--- src/hdl/rafr_pkg.sv ---
// ----------------------------------------------------------------------------
// rafr_pkg
// Shared types and constants for the addressed serial frame receiver.
// ----------------------------------------------------------------------------
package rafr_pkg;

  // Framing bytes of the serial protocol.
  localparam logic [7:0] START_BYTE = 8'h3a;
  localparam logic [7:0] END_BYTE   = 8'h0a;

  // Input operation codes.
  localparam logic OP_BYTE = 1'b0;
  localparam logic OP_TICK = 1'b1;

  // Result event codes.
  localparam logic [1:0] EV_BODY  = 2'd0;
  localparam logic [1:0] EV_GOOD  = 2'd1;
  localparam logic [1:0] EV_BAD   = 2'd2;
  localparam logic [1:0] EV_ABORT = 2'd3;

  // Configuration register indexes (byte address bit 2).
  localparam logic REG_NODE_ADDR = 1'b0;
  localparam logic REG_TIMEOUT   = 1'b1;

  // Reset value of the frame timeout register.
  localparam logic [15:0] TIMEOUT_RESET = 16'd80;

  // Depth of the queue between the front and back stages.
  localparam int QDEPTH = 4;
  localparam int QPTR_W = 2;
  localparam int QCNT_W = 3;

  // Frame parser phase.
  typedef enum logic [2:0] {
    PH_IDLE,
    PH_ADDR,
    PH_LEN,
    PH_CMD,
    PH_BODY
  } phase_t;

  // One classified input word as it travels through the queue.
  typedef struct packed {
    logic       op;
    logic [7:0] rx_byte;
    logic       is_start;
    logic       addr_hit;
    logic       is_end;
  } tok_t;

endpackage

--- src/hdl/rafr_front.sv ---
// ----------------------------------------------------------------------------
// rafr_front
// Input side: accepts words and classifies each byte before it is queued.
// ----------------------------------------------------------------------------
module rafr_front (
  input  logic                 in_valid,
  output logic                 in_stall,
  input  logic                 in_operation,
  input  logic [7:0]           in_rx_byte,
  input  logic [7:0]           node_address,
  input  logic                 q_full,
  output logic                 push,
  output rafr_pkg::tok_t       push_tok
);
  import rafr_pkg::*;

  // The queue is the only reason to hold off the sender.
  assign in_stall = q_full;
  assign push     = in_valid && !q_full;

  // Classify the byte against the framing codes and the node address.
  always_comb begin
    push_tok.op       = in_operation;
    push_tok.rx_byte  = in_rx_byte;
    push_tok.is_start = (in_rx_byte == START_BYTE);
    push_tok.addr_hit = (in_rx_byte == node_address);
    push_tok.is_end   = (in_rx_byte == END_BYTE);
  end

endmodule

--- src/hdl/rafr_queue.sv ---
// ----------------------------------------------------------------------------
// rafr_queue
// Short first-in first-out queue of classified words between the two stages.
// ----------------------------------------------------------------------------
module rafr_queue (
  input  logic           clk,
  input  logic           rst_n,
  input  logic           push,
  input  rafr_pkg::tok_t push_tok,
  input  logic           pop,
  output rafr_pkg::tok_t head_tok,
  output logic           not_empty,
  output logic           full
);
  import rafr_pkg::*;

  tok_t              mem_r [QDEPTH];
  logic [QPTR_W-1:0] wr_ptr_r;
  logic [QPTR_W-1:0] rd_ptr_r;
  logic [QCNT_W-1:0] count_r;
  logic [QCNT_W-1:0] count_nxt;

  assign not_empty = (count_r != '0);
  assign full      = (count_r == QCNT_W'(QDEPTH));
  assign head_tok  = mem_r[rd_ptr_r];

  // Occupancy follows push and pop together.
  always_comb begin
    count_nxt = count_r;
    if (push && !pop) begin
      count_nxt = count_r + QCNT_W'(1);
    end else if (pop && !push) begin
      count_nxt = count_r - QCNT_W'(1);
    end
  end

  // Pointers and occupancy.
  always_ff @(posedge clk) begin
    if (!rst_n) begin
      wr_ptr_r <= '0;
      rd_ptr_r <= '0;
      count_r  <= '0;
    end else begin
      if (push) begin
        wr_ptr_r <= wr_ptr_r + QPTR_W'(1);
      end
      if (pop) begin
        rd_ptr_r <= rd_ptr_r + QPTR_W'(1);
      end
      count_r <= count_nxt;
    end
  end

  // Storage; no reset needed on the payload.
  always_ff @(posedge clk) begin
    if (push) begin
      mem_r[wr_ptr_r] <= push_tok;
    end
  end

  // The occupancy never passes the depth.
  a_count_bound: assert property (@(posedge clk) disable iff (!rst_n)
    count_r <= QCNT_W'(QDEPTH))
    else $error("queue occupancy beyond depth");

  // A word is only taken from a queue that holds one.
  a_no_underflow: assert property (@(posedge clk) disable iff (!rst_n)
    pop |-> not_empty)
    else $error("queue popped while empty");

endmodule

--- src/hdl/rafr_back.sv ---
// ----------------------------------------------------------------------------
// rafr_back
// Frame state machine, frame timeout and registered result output.
// ----------------------------------------------------------------------------
module rafr_back #(
  parameter int MAX_LEN = 64
) (
  input  logic           clk,
  input  logic           rst_n,
  input  logic           q_valid,
  input  rafr_pkg::tok_t head_tok,
  output logic           pop,
  input  logic [15:0]    timeout_ticks,
  output logic           out_valid,
  input  logic           out_stall,
  output logic [1:0]     out_event_kind,
  output logic [7:0]     out_body_byte,
  output logic [6:0]     out_byte_index,
  output logic [7:0]     out_frame_command,
  output logic [7:0]     out_frame_length
);
  import rafr_pkg::*;

  // The body counter must reach the declared length plus two.
  localparam int CntW = $clog2(MAX_LEN + 3);

  phase_t          phase_r, phase_nxt;
  logic [7:0]      len_r, len_nxt;
  logic [7:0]      cmd_r, cmd_nxt;
  logic [CntW-1:0] body_cnt_r, body_cnt_nxt;
  logic [15:0]     tcount_r, tcount_nxt;
  logic            armed_r, armed_nxt;

  logic            emit;
  logic [1:0]      ev_kind;
  logic [7:0]      ev_byte;
  logic [6:0]      ev_idx;
  logic [7:0]      ev_cmd;
  logic [7:0]      ev_len;
  logic [15:0]     tcount_inc;
  logic            last_body;

  logic            out_valid_r;
  logic [1:0]      kind_r;
  logic [7:0]      byte_r;
  logic [6:0]      idx_r;
  logic [7:0]      ocmd_r;
  logic [7:0]      olen_r;

  // A word is taken whenever the output register is free or being emptied.
  assign pop = q_valid && (!out_valid_r || !out_stall);

  assign tcount_inc = (tcount_r != 16'hffff) ? tcount_r + 16'd1 : tcount_r;
  assign last_body  = (9'(body_cnt_r) >= ({1'b0, len_r} + 9'd1));

  // Next state and result for the word at the head of the queue.
  always_comb begin
    phase_nxt    = phase_r;
    len_nxt      = len_r;
    cmd_nxt      = cmd_r;
    body_cnt_nxt = body_cnt_r;
    tcount_nxt   = tcount_r;
    armed_nxt    = armed_r;
    emit         = 1'b0;
    ev_kind      = EV_BODY;
    ev_byte      = head_tok.rx_byte;
    ev_idx       = 7'(body_cnt_r);
    ev_cmd       = cmd_r;
    ev_len       = len_r;
    if (head_tok.op == OP_TICK) begin
      // Timer tick: counts only while a frame is open.
      if (armed_r) begin
        tcount_nxt = tcount_inc;
        if (tcount_inc >= timeout_ticks) begin
          emit       = 1'b1;
          ev_kind    = EV_ABORT;
          ev_byte    = 8'd0;
          ev_idx     = (phase_r == PH_BODY) ? 7'(body_cnt_r) : 7'd0;
          phase_nxt  = PH_IDLE;
          armed_nxt  = 1'b0;
          tcount_nxt = 16'd0;
        end
      end
    end else begin
      unique case (phase_r)
        PH_IDLE: begin
          if (head_tok.is_start) begin
            phase_nxt    = PH_ADDR;
            len_nxt      = 8'd0;
            cmd_nxt      = 8'd0;
            body_cnt_nxt = '0;
            tcount_nxt   = 16'd0;
            armed_nxt    = 1'b1;
          end
        end
        PH_ADDR: begin
          if (head_tok.addr_hit) begin
            phase_nxt = PH_LEN;
          end else begin
            phase_nxt  = PH_IDLE;
            armed_nxt  = 1'b0;
            tcount_nxt = 16'd0;
          end
        end
        PH_LEN: begin
          len_nxt = head_tok.rx_byte;
          if ({1'b0, head_tok.rx_byte} > 9'(MAX_LEN)) begin
            // Declared length too long: reject the frame straight away.
            emit       = 1'b1;
            ev_kind    = EV_BAD;
            ev_idx     = 7'd0;
            ev_cmd     = 8'd0;
            ev_len     = head_tok.rx_byte;
            phase_nxt  = PH_IDLE;
            armed_nxt  = 1'b0;
            tcount_nxt = 16'd0;
          end else begin
            phase_nxt = PH_CMD;
          end
        end
        PH_CMD: begin
          cmd_nxt      = head_tok.rx_byte;
          body_cnt_nxt = '0;
          phase_nxt    = PH_BODY;
        end
        PH_BODY: begin
          body_cnt_nxt = body_cnt_r + CntW'(1);
          emit         = 1'b1;
          if (last_body) begin
            // Final byte decides between a good and a bad frame.
            ev_kind    = head_tok.is_end ? EV_GOOD : EV_BAD;
            phase_nxt  = PH_IDLE;
            armed_nxt  = 1'b0;
            tcount_nxt = 16'd0;
          end
        end
        default: begin
          phase_nxt  = PH_IDLE;
          armed_nxt  = 1'b0;
          tcount_nxt = 16'd0;
        end
      endcase
    end
  end

  // Parser state register.
  always_ff @(posedge clk) begin
    if (!rst_n) begin
      phase_r    <= PH_IDLE;
      len_r      <= 8'd0;
      cmd_r      <= 8'd0;
      body_cnt_r <= '0;
      tcount_r   <= 16'd0;
      armed_r    <= 1'b0;
    end else if (pop) begin
      phase_r    <= phase_nxt;
      len_r      <= len_nxt;
      cmd_r      <= cmd_nxt;
      body_cnt_r <= body_cnt_nxt;
      tcount_r   <= tcount_nxt;
      armed_r    <= armed_nxt;
    end
  end

  // Output word valid flag.
  always_ff @(posedge clk) begin
    if (!rst_n) begin
      out_valid_r <= 1'b0;
    end else if (pop) begin
      out_valid_r <= emit;
    end else if (!out_stall) begin
      out_valid_r <= 1'b0;
    end
  end

  // Output word payload.
  always_ff @(posedge clk) begin
    if (pop && emit) begin
      kind_r <= ev_kind;
      byte_r <= ev_byte;
      idx_r  <= ev_idx;
      ocmd_r <= ev_cmd;
      olen_r <= ev_len;
    end
  end

  assign out_valid         = out_valid_r;
  assign out_event_kind    = kind_r;
  assign out_body_byte     = byte_r;
  assign out_byte_index    = idx_r;
  assign out_frame_command = ocmd_r;
  assign out_frame_length  = olen_r;

  // The timeout is armed exactly while a frame is open.
  a_armed_open: assert property (@(posedge clk) disable iff (!rst_n)
    armed_r == (phase_r != PH_IDLE))
    else $error("timeout arming out of step with frame phase");

  // A disarmed timeout holds no stale count.
  a_count_clear: assert property (@(posedge clk) disable iff (!rst_n)
    !armed_r |-> (tcount_r == 16'd0))
    else $error("stale timeout count while disarmed");

  // The body counter never runs past the final byte of the frame.
  a_body_bound: assert property (@(posedge clk) disable iff (!rst_n)
    (phase_r == PH_BODY) |-> (9'(body_cnt_r) <= ({1'b0, len_r} + 9'd1)))
    else $error("body counter past frame end");

endmodule

--- src/hdl/rs485_addressed_frame_receiver.sv ---
// ----------------------------------------------------------------------------
// rs485_addressed_frame_receiver
// Addressed serial frame parser with frame timeout.
// ----------------------------------------------------------------------------
// Takes one word per clock while in_stall is low (a received byte or a timer
// tick) and returns at most one result word for each: a streamed body byte
// with its index, a good or bad frame verdict on the final byte, a bad
// verdict on a declared length over MAX_LEN, or a timeout abort. Words are
// classified on entry and placed in a four-word queue; the frame state machine
// in the back stage handles one queued word per clock while results are not
// stalled and writes any result into an output register. With no backlog, a
// result passes through the queue and then the output register. While
// results are stalled, the queue holds up to four words and the output
// register one result. Node address and timeout length are at register port
// byte addresses 0 and 4; the user must write them only while the block is
// idle, which the block does not enforce. No clearing pass follows reset.
module rs485_addressed_frame_receiver #(
  parameter int MAX_LEN = 64
) (
  input  logic        clk,
  input  logic        rst_n,
  // Register port
  input  logic        psel,
  input  logic        penable,
  input  logic        pwrite,
  input  logic [2:0]  paddr,
  input  logic [31:0] pwdata,
  output logic [31:0] prdata,
  output logic        pready,
  // Input channel
  input  logic        in_valid,
  output logic        in_stall,
  input  logic        in_operation,
  input  logic [7:0]  in_rx_byte,
  // Result channel
  output logic        out_valid,
  input  logic        out_stall,
  output logic [1:0]  out_event_kind,
  output logic [7:0]  out_body_byte,
  output logic [6:0]  out_byte_index,
  output logic [7:0]  out_frame_command,
  output logic [7:0]  out_frame_length
);
  import rafr_pkg::*;

  logic [7:0]  node_addr_r;
  logic [15:0] timeout_r;
  logic        cfg_wr;
  logic        q_full;
  logic        q_not_empty;
  logic        q_push;
  logic        q_pop;
  tok_t        push_tok;
  tok_t        head_tok;

  // Register port: pready is held high, so an access never waits.
  assign pready = 1'b1;
  assign cfg_wr = psel && penable && pwrite && pready;

  always_ff @(posedge clk) begin
    if (!rst_n) begin
      node_addr_r <= 8'd0;
      timeout_r   <= TIMEOUT_RESET;
    end else if (cfg_wr) begin
      unique case (paddr[2])
        REG_NODE_ADDR: node_addr_r <= pwdata[7:0];
        REG_TIMEOUT:   timeout_r   <= pwdata[15:0];
        default:       node_addr_r <= node_addr_r;
      endcase
    end
  end

  // Register read-back.
  always_comb begin
    unique case (paddr[2])
      REG_NODE_ADDR: prdata = {24'd0, node_addr_r};
      REG_TIMEOUT:   prdata = {16'd0, timeout_r};
      default:       prdata = 32'd0;
    endcase
  end

  // Front stage: accept and classify.
  rafr_front u_front (
    .in_valid     (in_valid),
    .in_stall     (in_stall),
    .in_operation (in_operation),
    .in_rx_byte   (in_rx_byte),
    .node_address (node_addr_r),
    .q_full       (q_full),
    .push         (q_push),
    .push_tok     (push_tok)
  );

  // Queue between the stages.
  rafr_queue u_queue (
    .clk       (clk),
    .rst_n     (rst_n),
    .push      (q_push),
    .push_tok  (push_tok),
    .pop       (q_pop),
    .head_tok  (head_tok),
    .not_empty (q_not_empty),
    .full      (q_full)
  );

  // Back stage: frame state machine and result register.
  rafr_back #(
    .MAX_LEN (MAX_LEN)
  ) u_back (
    .clk               (clk),
    .rst_n             (rst_n),
    .q_valid           (q_not_empty),
    .head_tok          (head_tok),
    .pop               (q_pop),
    .timeout_ticks     (timeout_r),
    .out_valid         (out_valid),
    .out_stall         (out_stall),
    .out_event_kind    (out_event_kind),
    .out_body_byte     (out_body_byte),
    .out_byte_index    (out_byte_index),
    .out_frame_command (out_frame_command),
    .out_frame_length  (out_frame_length)
  );

endmodule
--- config.mk ---
export PLATFORM = sky130hd
export DESIGN_NAME = rs485_addressed_frame_receiver
export DESIGN_NICKNAME = d
export VERILOG_FILES = /design/src/hdl/rafr_pkg.sv /design/src/hdl/rafr_front.sv /design/src/hdl/rafr_queue.sv /design/src/hdl/rafr_back.sv /design/src/hdl/rs485_addressed_frame_receiver.sv
export SDC_FILE = /design/constraint.sdc
export NUM_CORES = 1
export LEC_CHECK = 0
export ABC_AREA = 0
export ABC_CLOCK_PERIOD_IN_PS = 13040
export BUFFER_PORTS_ARGS = -buffer_cell sky130_fd_sc_hd__buf_4
export CORE_MARGIN = 2
export CORE_UTILIZATION = 61
export CTS_CLUSTER_DIAMETER = 150
export CTS_CLUSTER_SIZE = 40
export DETAILED_ROUTE_END_ITERATION = 8
export MAX_ROUTING_LAYER = met4
export PLACE_DENSITY = 0.89
export SLEW_MARGIN = 5
export SYNTH_ARGS = -nofsm -noshare
export SYNTH_HDL_FRONTEND = slang
export SYNTH_HIERARCHICAL = 1
export SYNTH_SLANG_ARGS = --single-unit
--- constraint.sdc ---
create_clock -name clk -period 13.04 [get_ports clk]
set_input_delay 0.652 -clock clk [delete_from_list [all_inputs] [get_ports clk]]
set_output_delay 0.652 -clock clk [all_outputs]
set_load 0.1 [all_outputs]
## Word level (Yosys, flattened, before mapping)

Memories as Yosys holds them, arrays and structs flattened. A register that Yosys moved wholly into a read port is not among the register bits.
Cells that the tools add are included.

- Bits in writable memories: 48
- Memories kept: 1
- Output and inout port bits: 68
- Flip-flop bits (word level): 108

Memory list:

| memory | depth | width | read ports | clocked after memory_dff | wr ports | line | text |
|---|---|---|---|---|---|---|---|
| u_queue.mem_r | 4 | 12 | 1 | 1 | 1 | rafr_queue.sv:17 | `tok_t mem_r [QDEPTH];` |

- Bitwise operators: 2
- Equality and inequality tests: 18
- Reductions and logical operators: 27
- Order comparisons: 3
- $add $sub $neg: 7
- Multiplexer cells: 66

Operators with widths:

| cell | number |
|---|---|
| two-way mux 16 bit | 8 |
| two-way mux 8 bit | 10 |
| one-hot mux 16 bit (5 select lines) | 1 |
| one-hot mux 32 bit (2 select lines) | 1 |
| two-way mux 7 bit | 7 |
| one-hot mux 8 bit (2 select lines) | 2 |
| two-way mux 3 bit | 7 |
| one-hot mux 7 bit (3 select lines) | 1 |
| two-way mux 2 bit | 10 |
| adder 16 x 1 -> 16 bit, second input constant | 1 |
| >= comparator 16 bit | 1 |
| inequality test 16 bit, second input constant | 1 |
| two-way mux 1 bit | 15 |
| one-hot mux 3 bit (5 select lines) | 1 |
| AND reduction 4 bit | 3 |
| adder 8 x 1 -> 9 bit, second input constant | 1 |
| >= comparator 7 x 9 -> 1 bit | 1 |
| equality test 8 x 4 -> 1 bit, second input constant | 1 |
| equality test 8 x 6 -> 1 bit, second input constant | 1 |
| equality test 8 bit | 1 |
| greater-than comparator 8 x 7 -> 1 bit, second input constant | 1 |
| adder 7 x 1 -> 7 bit, second input constant | 1 |
| logical AND 1 bit | 7 |
| AND reduction 7 bit | 1 |
| other kinds (22) | 39 |

## Logic depth before layout (Yosys ltp)

- Depth after elaboration: 7
- Mapped depth: 15

## Cells and area by module

Netlist, hierarchy kept.

Modules (own cells, without submodules):

| module | cells each | sequential area each (sq um) | instances | area an instance (sq um) |
|---|---|---|---|---|
| rafr_back | 475 | 1,871.8 | 1 | 4,400.5 |
| rafr_queue | 105 | 1,621.6 | 1 | 2,182.1 |
| rs485_addressed_frame_receiver | 137 | 480.5 | 1 | 1,260.0 |
| rafr_front | 26 | 0.0 | 1 | 209.0 |

## Least setup slack after synthesis

OpenSTA, ideal clock, no wires.

- Kind: register -> register
- Start point: register u_back.tcount_r[0]
- End point: register u_back.byte_r[0], in the netlist u_back/out_body_byte[0], enable pin
- Clock period less this slack: 4.952 ns
- Arrival: 4.509 ns
- Buffers on the path: 0
- Stages on the path, launching flop included: 13
- Setup slack: 8.088 ns
- Path through: dfxtp_1 -> ha_1 -> and3_1 -> nor2b_1 -> nand2_1 -> mux2_2 -> ha_1 -> o21ai_0 -> a21o_1 -> a211oi_2 -> o31ai_2 -> a21o_1 -> a31oi_1

- Longest elaborated chain between the ends: 7

Ends and longest elaborated chain:

| what | line | text |
|---|---|---|
| start, declared | rafr_back.sv:31 | `logic [15:0] tcount_r, tcount_nxt;` |
| start signal, assigned | rafr_back.sv:160 | `tcount_r <= tcount_nxt;` |
| adder 16 x 1 -> 16 bit or inequality test 16 bit (tied branches) | rafr_back.sv:53 | `assign tcount_inc = (tcount_r != 16'hffff) ? tcount_r + 16'd1 : tcount_r;` |
| two-way mux 16 bit (*) | rafr_back.sv:53 |  |
| >= comparator 16 bit (*) | rafr_back.sv:74 | `if (tcount_inc >= timeout_ticks) begin` |
| two-way mux 1 bit (*) | rafr_back.sv:74 |  |
| two-way mux 1 bit (*) | rafr_back.sv:72 | `if (armed_r) begin` |
| two-way mux 1 bit (*) | rafr_back.sv:70 | `if (head_tok.op == OP_TICK) begin` |
| logical AND 1 bit (*) | rafr_back.sv:178 | `if (pop && emit) begin` |
| end signal, assigned | rafr_back.sv:180 | `byte_r <= ev_byte;` |
| end, declared | rafr_back.sv:45 | `logic [7:0] byte_r;` |

Mark *: on every way between the ends. The rest lies on a longest branch, timed or not.
A chain may end at the register's enable or synchronous reset.

## Final worst setup path

- Start point: register u_back.tcount_r[0]
- End point: register u_back.byte_r[5], in the netlist u_back/out_body_byte[5], enable pin

Same word-level chain as after synthesis.

==> results.toml <==
[logic_synthesis]
synth_commonest_cells = "nand2_1, edfxtp_1, dfxtp_1"
synth-edff-count = 81
syn-cell-area_sq_um = 8050
syn_inst = 743
ys_seq_area_frac = 0.494
synth.avg_cell_area_sq_um = 10.8
yosys.area.top_type = "edfxtp_1"
synth_ff_type = "edfxtp_1"
yosysWarnings = 6
synth_cell_type_count = 74
synth_top_area_frac = 0.302
synth_area_leaders = "edfxtp_1, dfxtp_1, ha_1, nand2_1, mux2i_1"
async_reset_ff_frac = 0
synth-seq-cells = 158
synth_most_common_cell = "nand2_1"

[clock_tree]
clk_path_buf_depth = 2
clkSinkCount = 158
cts_buffers = 17
cts_htree_levels = 4
cts_hold_buf = 0
postCtsResizedCells = 0
clkLatencyLatePin_ns = 0.43
clk_pin_slew_ns = 0.06
cts_tree = "yes"
cts_root_buffer = "clkbuf_16"
post-cts-setup-buffers = 0

[sta]
setup_viol = 0
fmax_mhz = 212
fin_crit_sh = 0.363
final-hold-violation-count = 0
rsz0062_at_grt = "false"
slew_viol_final = 0
finalCriticalPeriod_ns = 4.73
hold_ws_ns = 0.428
worst_pin_slew_ns = 1.02
max_slew_margin = 0.321
clock_skew_ns = 0.00895
fin_tns_setup_ns = 0

[die]
placeableCoreArea_sq_um = 12800
ios = 119
start_util = 0.630
row_count = 41
die-area_sq_um = 14100
die_height_um = 119
die_w_um = 119

[global_route]
first_global_vias = 5785
grt_use_met1 = 0.301
grt_max_degree = 70
grt_use_met2 = 0.420
gr-total-overflow = 0
use_met3 = 0.0580
antenna_found_initial = 0
grt_pass1_wl_um = 27700
gr-max-usage-layer = "met2"
track_usage = 0.257

[final_layout]
syn_to_final_growth_pct = 13.4
nets = 887
diodes = 0
fillers = 855
design_area_sq_um = 9130
layout-drive-gt1-share = 0.202
final_util = 0.715

[worst_setup_path]
crit_required_ns = 13.09
cp-startpoint = "u_back/tcount_r[0]"
crit_type = "flip-flop to flip-flop"
path_max_fanout = 33
critical_path.endpoint_type = "flip-flop"
worstReg2RegStart = "u_back/tcount_r[0]"
arrival_ns = 4.77
cp-start-kind = "flip-flop"

[min_path]
hp-start = "in_operation"
hold_path.class = "input port to flip-flop"

[pwr]
p_total_mw = 1.39
p_per_area_nw_per_um2 = 152
p_leak_nw = 3.51
ir_drop_mv = 0.0999

[detailed_routing]
drcViolationCount = 0
wl_per_cell_um = 17.6
drtIter0Drc = 446
vias_per_cell = 5.98
firstDrtPassIters = 5
wl_um = 17400
vias = 5915
drtAntennaViolNets = 0

[place]
place_area_sq_um = 8550
hpwl_um = 12000
gp_congestion = 0.927
io_buffers = 83

[run_status]
outcome = "completed"

[flow_run]
maxCapViolCount = 0
## cells in the final DEF (no fill, tap or decap), drive strengths merged, types with 4 or more instances in the layout
master and instances:
nor3b 4, nand2b 7, and2 33, nor2 55, a22oi 16, dfxtp 77, nand3 17, clkbuf 17
clkinv 5, a31oi 8, nor3 5, mux2i 29, conb 17, ha 31, mux4 12, inv 33
a21o 6, edfxtp 81, nand2 92, nor4 4, xnor2 17, nand4 22, a21oi 22, and3 4
a211oi 10, o21ai 24, buf 84, xor2 10, or2 5, or3 6, nor2b 9, o211ai 5
mux2 17
## cell families after synthesis
| family | count (synthesis) | share of synthesized area |
|---|---|---|
| other | 2 | 0.000933 |
| AO/OA/AOI/OAI | 112 | 0.0982 |
| multiplexers | 58 | 0.0943 |
| adder cells (fa/ha/maj) | 32 | 0.0507 |
| AND/OR/NAND/NOR | 270 | 0.169 |
| flip-flops | 158 | 0.494 |
| XOR/XNOR | 27 | 0.0294 |
| buffers and inverters | 84 | 0.0643 |
## flip-flops by register name, summed over array words and instances (netlist names), named ones only
register and cells:
u_back/body_cnt_r 7, u_back/out_event_kind 2, u_back/out_body_byte 8, u_queue/mem_r 48, u_back/out_valid 1, u_queue/wr_ptr_r 2, u_back/tcount_r 16, u_back/cmd_r 8
node_addr_r 8, u_back/out_byte_index 7, u_back/armed_r 1, u_back/out_frame_length 8, u_back/phase_r 3, u_queue/rd_ptr_r 2, u_back/out_frame_command 8, u_back/len_r 8
u_queue/count_r 3, timeout_r 16
## worst max-delay path: stages, from the launching register on
cell	delay [ns]
dfxtp_1	0.46
ha_1	0.29
and3_1	0.26
nor2b_1	0.42
nand2_1	0.28
mux2_2	0.37
ha_1	0.29
o21ai_0	0.09
a21o_1	0.17
a211oi_2	0.36
o31ai_2	0.20
a21o_1	0.32
a31oi_4	0.83
## layer usage
layer  wire, um  share of wire
met1       7130           0.41
met2       8630           0.50
met3       1110          0.064
met4        509          0.029
met5          0              0
## stage by stage
step,cells,worst slack [ns]
2_1_floorplan,758,8.09
3_3_place_gp,957,8.56
3_5_place_dp,957,8.46
4_1_cts,989,8.34
5_1_grt,989,7.93
6_report,989,8.31
## area by class of cell
class                      count  area [sq um]  share of cell area
clock buffer                  17           425              0.0466
clock inverter                15           154              0.0169
inverter                      27           101              0.0111
multi-input combinational    516          3630               0.398
sequential                   158          3970               0.435
tap                          172           215              0.0236
timing repair buffer          84           631              0.0691
## where the power goes
group,switching (mW),total [mW],internal [mW]
registers,0.0327,0.588,0.556
logic,0.214,0.322,0.108
clock network,0.211,0.479,0.269
total,0.457,1.39,0.932
## final timing paths
path	end	slack, ns	cells past startpoint
worst min register to register	timeout_r[13]	0.48	2
worst max register to register	u_back/out_body_byte[5]	8.31	12
worst max-delay path	u_back/out_body_byte[5]	8.31	12
worst min-delay path	u_queue/mem_r[0][11]	0.43	1
Note: power is estimated with default switching activity, not from simulation.
